## src/design/sqch_pkg.sv

```systemverilog
package sqch_pkg;

	// Command codes carried on the input word
	typedef enum logic [1:0] {
		CMD_READ   = 2'd0,
		CMD_WRITE  = 2'd1,
		CMD_TICK   = 2'd2,
		CMD_SAMPLE = 2'd3
	} cmd_t;

	// Configuration register indexes
	localparam logic [2:0] CFG_DUTY0 = 3'd0;
	localparam logic [2:0] CFG_DUTY1 = 3'd1;
	localparam logic [2:0] CFG_DUTY2 = 3'd2;
	localparam logic [2:0] CFG_DUTY3 = 3'd3;
	localparam logic [2:0] CFG_RATE  = 3'd4;

	// Decoded bus addresses
	localparam logic [15:0] ADDR_LEN  = 16'hFF16;
	localparam logic [15:0] ADDR_ENV  = 16'hFF17;
	localparam logic [15:0] ADDR_FLO  = 16'hFF18;
	localparam logic [15:0] ADDR_FHI  = 16'hFF19;

	localparam logic [7:0] LEN_MASK = 8'h3F;
	localparam logic [7:0] CTL_MASK = 8'hBF;

	// Sequencer states
	typedef enum logic [2:0] {
		ST_IDLE,
		ST_DIV_TONE,
		ST_MUL,
		ST_DIV_THR,
		ST_STEP,
		ST_OUT
	} state_t;

endpackage

```

## src/design/sqch_div.sv

```systemverilog
// Restoring divider, one quotient bit per cycle
module sqch_div #(
	parameter int W = 32
) (
	input  logic                  clk,
	input  logic                  arst_n,
	input  logic                  start,
	input  logic [W-1:0]          dividend,
	input  logic [W-1:0]          divisor,
	output logic                  busy,
	output logic [W-1:0]          quotient
);
	localparam int CW = $clog2(W + 1);

	logic [W-1:0]  rem_q;
	logic [W-1:0]  quo_q;
	logic [W-1:0]  dvs_q;
	logic [CW-1:0] cnt_q;
	logic [W:0]    trial;

	assign trial = {rem_q, quo_q[W-1]} - {1'b0, dvs_q};

	// Shift one bit of dividend into the partial remainder each cycle
	always_ff @(posedge clk or negedge arst_n) begin
		if (!arst_n) begin
			cnt_q <= '0;
		end else if (start) begin
			cnt_q <= CW'(W);
		end else if (cnt_q != '0) begin
			cnt_q <= cnt_q - 1'b1;
		end
	end

	always_ff @(posedge clk) begin
		if (start) begin
			rem_q <= '0;
			quo_q <= dividend;
			dvs_q <= divisor;
		end else if (cnt_q != '0) begin
			if (!trial[W]) begin
				rem_q <= trial[W-1:0];
				quo_q <= {quo_q[W-2:0], 1'b1};
			end else begin
				rem_q <= {rem_q[W-2:0], quo_q[W-1]};
				quo_q <= {quo_q[W-2:0], 1'b0};
			end
		end
	end

	assign busy     = (cnt_q != '0);
	assign quotient = quo_q;
endmodule

```

## src/design/square_wave_sound_channel_top.sv

```systemverilog
// Square-wave sound channel. Each input word is a register read, a register
// write, a tick of CPU time or a sample request, and each of them gives its own
// output word. Reads, writes and ticks pass straight to the output state.
// A sample request first works out the step threshold, which needs two
// 32-bit divisions (tone rate, then sample rate over pattern rate) on one
// shared bit-serial divider, one quotient bit per cycle. tready is low while
// a word is in work or waiting in the output register.
module square_wave_sound_channel_top #(
	parameter int CPU_CLOCK_HZ  = 4194304,
	parameter int PATTERN_STEPS = 8
) (
	input  logic        clk,
	input  logic        arst_n,
	input  logic        s_tvalid,
	output logic        s_tready,
	// command[1:0], address[17:2], write_data[25:18], tick_cycles[35:26], pad
	input  logic [39:0] s_tdata,
	output logic        m_tvalid,
	input  logic        m_tready,
	// read_data[7:0], sample_level[11:8], channel_on[12], pad
	output logic [15:0] m_tdata,
	input  logic        cfg_valid,
	output logic        cfg_ready,
	input  logic [2:0]  cfg_index,
	input  logic [31:0] cfg_data
);
	import sqch_pkg::*;

	localparam int          SW       = $clog2(PATTERN_STEPS);
	localparam logic [21:0] LEN_UNIT = 22'(CPU_CLOCK_HZ / 256);
	localparam logic [21:0] ENV_UNIT = 22'(CPU_CLOCK_HZ / 64);
	localparam logic [21:0] LEN_FULL = 22'(64 * (CPU_CLOCK_HZ / 256));

	state_t state_q, state_d;

	logic [31:0] duty_q [4];
	logic [17:0] rate_q;
	logic [7:0]  len_copy_q, env_copy_q, ctl_copy_q;
	logic [1:0]  duty_sel_q;
	logic [10:0] freq_q;
	logic        len_en_q, env_up_q, sound_q;
	logic [21:0] len_rem_q, env_rem_q;
	logic [3:0]  vol_q;
	logic [SW-1:0] step_q;
	logic [23:0] step_cnt_q;

	// input item hold
	cmd_t        cmd_q;
	logic [15:0] addr_q;
	logic [7:0]  wdata_q;
	logic [9:0]  cyc_q;

	logic [31:0] tone_q;
	logic [7:0]  rd_q;
	logic [3:0]  lvl_q;

	logic        div_start, div_busy;
	logic [31:0] div_a, div_b, div_q;

	sqch_div #(.W(32)) u_div (
		.clk(clk), .arst_n(arst_n), .start(div_start),
		.dividend(div_a), .divisor(div_b), .busy(div_busy), .quotient(div_q)
	);

	assign s_tready  = (state_q == ST_IDLE) && !m_tvalid;
	assign cfg_ready = 1'b1;
	assign m_tdata   = {3'b000, sound_q, lvl_q, rd_q};

	// Next state
	always_comb begin
		state_d = state_q;
		unique case (state_q)
			ST_IDLE:     if (s_tvalid && s_tready)
				state_d = (cmd_t'(s_tdata[1:0]) == CMD_SAMPLE) ? ST_DIV_TONE : ST_OUT;
			ST_DIV_TONE: if (!div_busy && !div_start) state_d = ST_MUL;
			ST_MUL:      state_d = ST_DIV_THR;
			ST_DIV_THR:  if (!div_busy && !div_start) state_d = ST_STEP;
			ST_STEP:     state_d = ST_OUT;
			ST_OUT:      state_d = ST_IDLE;
			default:     state_d = ST_IDLE;
		endcase
	end

	logic started_q;

	// Divider operands and start pulse
	always_comb begin
		div_start = 1'b0;
		div_a = 32'd131072;
		div_b = 32'd2048 - {21'd0, freq_q};
		unique case (state_q)
			ST_DIV_TONE: div_start = !started_q;
			ST_DIV_THR: begin
				div_start = !started_q;
				div_a = {6'd0, rate_q, 8'd0};
				div_b = tone_q;
			end
			default: ;
		endcase
	end

	always_ff @(posedge clk or negedge arst_n) begin
		if (!arst_n) begin
			state_q   <= ST_IDLE;
			started_q <= 1'b0;
		end else begin
			state_q   <= state_d;
			started_q <= (state_d == state_q) && (state_q == ST_DIV_TONE ||
				state_q == ST_DIV_THR);
		end
	end

	// Capture the input word, and the scaled tone rate in ST_MUL
	always_ff @(posedge clk) begin
		if (s_tvalid && s_tready) begin
			cmd_q   <= cmd_t'(s_tdata[1:0]);
			addr_q  <= s_tdata[17:2];
			wdata_q <= s_tdata[25:18];
			cyc_q   <= s_tdata[35:26];
		end
		if (state_q == ST_MUL)
			tone_q <= div_q * 32'(PATTERN_STEPS);
	end

	logic [21:0] cyc_ext;
	logic [24:0] cnt_sub;
	logic [SW-1:0] step_nx;
	logic [3:0]  level;
	logic [7:0]  prod;
	logic [15:0] lvl_mul;
	logic        len_expire;
	logic [7:0]  rd_nx;

	assign cyc_ext = {12'd0, cyc_q};
	assign cnt_sub = {1'b0, step_cnt_q} - div_q[24:0] + 25'd256;
	assign step_nx = (32'(step_q) + 32'd1 >= 32'(PATTERN_STEPS)) ? '0 : step_q + 1'b1;
	assign level   = duty_q[duty_sel_q][4 * 32'(step_q) +: 4];
	assign prod    = vol_q * level;
	// Divide by 15 through a reciprocal multiply, exact for products up to 225
	assign lvl_mul = {8'd0, prod} * 16'd137;
	assign len_expire = len_en_q && (cyc_ext >= len_rem_q);

	// Register read-back with fixed masks
	always_comb begin
		priority case (addr_q)
			ADDR_LEN: rd_nx = len_copy_q;
			ADDR_ENV: rd_nx = env_copy_q;
			ADDR_FHI: rd_nx = ctl_copy_q;
			default:  rd_nx = 8'hFF;
		endcase
	end

	// Architectural state and configuration
	always_ff @(posedge clk or negedge arst_n) begin
		if (!arst_n) begin
			duty_q[0] <= 32'hF000_0000;
			duty_q[1] <= 32'hFF00_0000;
			duty_q[2] <= 32'hFFFF_0000;
			duty_q[3] <= 32'h00FF_FFFF;
			rate_q <= 18'd44100;
			len_copy_q <= '0; env_copy_q <= '0; ctl_copy_q <= '0;
			duty_sel_q <= '0; freq_q <= '0; len_en_q <= 1'b0;
			len_rem_q <= '0; vol_q <= '0; env_up_q <= 1'b0;
			env_rem_q <= '0; sound_q <= 1'b0; step_q <= '0;
			step_cnt_q <= '0; m_tvalid <= 1'b0; rd_q <= '0; lvl_q <= '0;
		end else begin
			if (cfg_valid) begin
				unique case (cfg_index)
					CFG_DUTY0: duty_q[0] <= cfg_data;
					CFG_DUTY1: duty_q[1] <= cfg_data;
					CFG_DUTY2: duty_q[2] <= cfg_data;
					CFG_DUTY3: duty_q[3] <= cfg_data;
					CFG_RATE:  rate_q <= cfg_data[17:0];
					default: ;
				endcase
			end
			if (m_tvalid && m_tready)
				m_tvalid <= 1'b0;
			// Advance duty step against the threshold
			if (state_q == ST_STEP) begin
				if ({8'd0, step_cnt_q} <= div_q) begin
					step_cnt_q <= step_cnt_q + 24'd256;
				end else begin
					step_q     <= step_nx;
					step_cnt_q <= cnt_sub[23:0];
				end
			end
			if (state_q == ST_OUT) begin
				m_tvalid <= 1'b1;
				rd_q  <= (cmd_q == CMD_READ) ? rd_nx : 8'd0;
				lvl_q <= (cmd_q == CMD_SAMPLE) ? lvl_mul[14:11] : 4'd0;
				unique case (cmd_q)
					CMD_READ: ;
					CMD_WRITE: begin
						priority case (addr_q)
							ADDR_LEN: begin
								duty_sel_q <= wdata_q[7:6];
								len_rem_q  <= 22'(({16'd0, 6'd0} + 22'd64 -
									{16'd0, wdata_q[5:0]}) * LEN_UNIT);
								len_copy_q <= wdata_q | LEN_MASK;
							end
							ADDR_ENV: begin
								vol_q      <= wdata_q[7:4];
								env_up_q   <= wdata_q[3];
								env_rem_q  <= 22'({19'd0, wdata_q[2:0]} * ENV_UNIT);
								env_copy_q <= wdata_q;
							end
							ADDR_FLO: freq_q[7:0] <= wdata_q;
							ADDR_FHI: begin
								freq_q[10:8] <= wdata_q[2:0];
								len_en_q     <= wdata_q[6];
								if (wdata_q[7]) begin
									sound_q <= (env_copy_q[7:4] != 4'd0);
									if (len_rem_q == '0) len_rem_q <= LEN_FULL;
									vol_q <= env_copy_q[7:4];
								end
								ctl_copy_q <= wdata_q | CTL_MASK;
							end
							default: ;
						endcase
					end
					CMD_TICK: begin
						if (len_en_q) begin
							if (cyc_ext >= len_rem_q) len_rem_q <= '0;
							else len_rem_q <= len_rem_q - cyc_ext;
						end
						if (len_expire)
							sound_q <= 1'b0;
						// Envelope runs only if the channel still sounds after the length count
						if (env_rem_q != '0 && sound_q && !len_expire) begin
							if (cyc_ext >= env_rem_q) begin
								if (env_up_q && vol_q != 4'd15) vol_q <= vol_q + 1'b1;
								if (!env_up_q && vol_q != 4'd0) vol_q <= vol_q - 1'b1;
								env_rem_q <= 22'({19'd0, env_copy_q[2:0]} * ENV_UNIT);
							end else begin
								env_rem_q <= env_rem_q - cyc_ext;
							end
						end
					end
					CMD_SAMPLE: ;
					default: ;
				endcase
			end
		end
	end
endmodule

```

## config.mk

```make
export PLATFORM = sky130hd
export DESIGN_NAME = square_wave_sound_channel_top
export DESIGN_NICKNAME = d
export VERILOG_FILES = /design/src/design/sqch_pkg.sv /design/src/design/sqch_div.sv /design/src/design/square_wave_sound_channel_top.sv
export SDC_FILE = /design/constraint.sdc
export NUM_CORES = 1
export LEC_CHECK = 0
export BUFFER_PORTS_ARGS = -buffer_cell sky130_fd_sc_hd__buf_2
export CORE_AREA = 2 2 332 170
export DETAILED_ROUTE_END_ITERATION = 8
export DIE_AREA = 0 0 334 172
export PLACE_DENSITY = 0.71
export SLEW_MARGIN = 20
export SYNTH_ARGS = -nofsm -noshare
export SYNTH_HDL_FRONTEND = slang
export SYNTH_SLANG_ARGS = --single-unit
export TNS_END_PERCENT = 1
```

## constraint.sdc

```tcl
create_clock -name clk -period 7.65 [get_ports clk]
set_input_delay 0 -clock clk [delete_from_list [all_inputs] [get_ports clk]]
set_output_delay 0 -clock clk [all_outputs]
set_load 0.01 [all_outputs]
```

==> flow_summary.yaml <==
die:
  die_h_um: 172
  die_x_um: 334
  initial_core_util_pct: 44.5
  placementRows: 61
  io_pins: 99
  die_area_sq_mm: 0.0574
  core_region_area_sq_mm: 0.0546
setup_path:
  crit_type: "reg2reg"
  worst_ep_required_time_ps: 8140
  critical_path_startpoint_category: "register"
  cp_max_fo: 9
  critical_path.endpoint_type: "register"
  worst_ep_arrival_time_ps: 7520
cts:
  hold_buffers: 71
  tritoncts: "yes"
  tritoncts.num_buffers: 40
  clock_tree.htree_level_count: 2
  post-cts-setup-buffers: 0
  post_cts_resize_count: 0
  clock_insertion_delay_worst_skew_ps: 590
  sink_count_of_the_clock_tree: 430
  worst_setup_hold_path_clk_slew_ps: 60
  clk_path_buf_depth: 3
  clock_tree.root_cell: "clkbuf_16"
route:
  drt-wirelength-per-cell_um: 19.3
  vias: 18100
  drt_wl_total_um: 61000
  drt_pass1_iterations: 7
  drt-vias-per-instance: 5.76
  drc: 0
  drt.antenna.violating_nets: 0
  initialDrtViolationCount: 1887
grt:
  first_global_vias: 17500
  antenna_violations_before_repair: 0
  grt_overflow_total: 0
  grt_max_degree: 179
  grt_pass1_wl_um: 97900
  groute.usage.overall_pct: 21.5
power:
  leak_nw: 11.8
  finalPower_w: 0.0113
  peak_supply_drop_mv: 0.185
  cellPowerDensity_mw_per_mm2: 411
finish:
  post_route_cells_drive_above_1_share_pct: 19.3
  num-fill-cells: 4772
  layout-area-overhead-vs-synth_pct: 13.5
  diodes: 0
  nets: 2646
  final_design_area_no_fill_sq_mm: 0.0276
  final-seq-area_sq_mm: 0.0113
  multiInputGateArea_sq_mm: 0.0121
yosys:
  synth.avg_cell_area_sq_um: 10.7
  register_bit_count_reported_by_yosys: 430
  post_synth_num_cell_types: 88
  synth_async_sr_flop_share_pct: 62.6
  synth_top_area_cell: "dfrtp_1"
  ys_seq_area_share_pct: 46.6
  synth_top_cells_by_area: "dfrtp_1 (22%), edfxtp_1 (16%), mux2_2 (7.7%), ha_1 (7.7%), dfstp_2 (6.3%)"
  syn_area_sq_mm: 0.0243
  synthCells: 2262
  synth-edff-count: 129
  synth_largest_type_area_fraction_pct: 21.7
  postSynth.topFlopCell: "dfrtp_1"
  synth_warnings: 0
timing:
  max_slew.worst_pin.slew_ps: 1080
  timing.final.max_slew_violations: 0
  layout_setup_ws_ps: 621
  worst_clock_skew_ps: 30.3
  final_setup_vio_count: 0
  fin_setup_tns_ps: 0
  fin_crit_sh_pct: 91.9
  setup_repair_after_global_routing_missed_its_margin: "false"
  min_period_ps: 7030
  timing.max_slew.rel_slack_pct: 27.9
  final-hold-violation-count: 0
  achievable-frequency_ghz: 0.142
placement:
  globalplace.congestion: 0.960
  post_detailed_placement_cell_area_sq_mm: 0.0255
  place_worst_setup_slack_ps: 674
  place_hpwl_um: 43600
  buffer_ports.inserted: 90
hold_path:
  worst_hold_path_type: "in2async"
run_status:
  status: "completed"
flow_run:
  max_cap_violations: 0
==> per-layer routing <==
layer,vias up,part of all wire [%],GRT usage [%]
li1,8478,-,-
met1,8995,50,33.9
met2,604,40,29.3
met3,69,8.9,5.51
met4,0,1.4,3.88
met5,-,0,0
==> synthesized netlist by cell type (11+ instances only) <==
cell	n
mux2_2	167
nor2_1	131
dfxtp_1	32
inv_1	148
nand2_1	154
o21ai_0	115
edfxtp_1	129
and3_1	27
a21oi_1	156
o31ai_1	23
and2_1	19
nand4_1	24
nand3_1	54
o211ai_1	12
buf_2	17
o21bai_1	11
mux2i_1	22
nor2b_1	18
nor3_1	43
o21ai_1	58
clkbuf_1	66
dfstp_2	58
a31oi_1	19
mux4_2	34
xnor2_1	52
or3_1	14
nand2b_1	29
a22oi_1	13
xor2_1	39
ha_1	149
fa_1	20
nor4_1	20
a21o_1	26
dfrtp_1	211
==> critical path, stage by stage (launching register included) <==
cell      delay [ps]
dfrtp_2          440
buf_4            260
mux4_2           530
mux4_2           480
mux2i_1          470
nand2b_1         200
fa_1             420
inv_1            100
fa_1             420
ha_1             310
a21o_1           180
a21oi_1          220
o21bai_1          90
a21oi_1          170
xnor2_1          300
ha_1             330
ha_1             300
ha_1             300
ha_1             300
a22oi_1          160
o211ai_1         150
a31o_2           300
o31a_1           250
xnor2_1          120
o21ai_1          130
==> flip-flops by register name (all words and copies together), names as in the netlist, 16 cells and up <==
| register | cells |
|---|---|
| rate_q | 18 |
| addr_q | 16 |
| step_cnt_q | 24 |
| u_div.rem_q | 32 |
| len_rem_q | 22 |
| tone_q | 29 |
| env_rem_q | 22 |
| u_div.dvs_q | 32 |
| u_div.quotient | 32 |
| duty_q | 128 |
==> area by class of cell <==
cell class              count  share of cell area [%]
multi-input cells        1589                    43.7
repair buffers            187                    5.09
clock buffers              54                    4.08
well taps                 724                    3.28
inverters                 149                    2.03
flip-flops and latches    430                    41.0
clock inverters            20                   0.785
==> metrics by stage <==
step | hold WS [ps] | std cells | util [%]
after floorplan | -296 | 2264 | -
after global placement | 77.8 | 3008 | 46.7
after detailed placement | 83.7 | 3008 | 46.7
after CTS | 44.8 | 3153 | 50.5
after global routing | 94.0 | 3153 | 50.5
final | 13.8 | 3153 | 50.5
==> worst paths after layout <==
| check | from | end | slack [ps] | cells after the start |
|---|---|---|---|---|
| max | len_copy_q[6] | lvl_q[3] | 620 | 24 |
| min | arst_n | env_rem_q[5] | 10 | 2 |
| max reg2reg | len_copy_q[6] | lvl_q[3] | 620 | 24 |
| min reg2reg | u_div.quotient[22] | tone_q[25] | 450 | 0 |
| max in group asynchronous | arst_n | rate_q[14] | 6060 | 3 |
| min in group clk | cfg_index[1] | rate_q[9] | 80 | 5 |
==> power by group <==
| group | leakage [nW] | switching (W) | total [W] | internal, W |
|---|---|---|---|---|
| Sequential | 4.85 | 0.000513 | 0.00365 | 0.00313 |
| Clock | 0.652 | 0.000936 | 0.00209 | 0.00115 |
| Combinational | 6.30 | 0.00336 | 0.00561 | 0.00225 |
==> cells by family (layout without fill, tap and decap cells) <==
logic type | after synthesis | count (layout) | synth area share, %
multiplexers | 224 | 224 | 11.8
flip-flops | 430 | 430 | 46.6
AO/OA/AOI/OAI | 521 | 521 | 13.0
AND/OR/NAND/NOR | 578 | 578 | 11.8
buffers and inverters | 245 | 410 | 3.99
other | 2 | 4 | 0.0309
XOR/XNOR | 93 | 93 | 3.41
adder cells (fa/ha/maj) | 169 | 169 | 9.32
==> placed cells by master, fill, tap and decap left out, types with 24 or more instances in the layout <==
cell type,netlist,final
dfrtp_1,211,210
mux2_2,167,167
a21oi_1,156,156
nand2_1,154,154
ha_1,149,149
inv_1,148,148
nor2_1,131,129
edfxtp_1,129,129
o21ai_0,115,115
buf_2,17,89
dlygate4sd3_1,0,71
o21ai_1,58,58
dfstp_2,58,58
nand3_1,54,54
xnor2_1,52,52
nor3_1,43,42
clkbuf_16,0,41
xor2_1,39,39
mux4_2,34,34
dfxtp_1,32,32
nand2b_1,29,29
and3_1,27,27
a21o_1,26,26
nand4_1,24,24
Power figures use the tool's default switching activity.
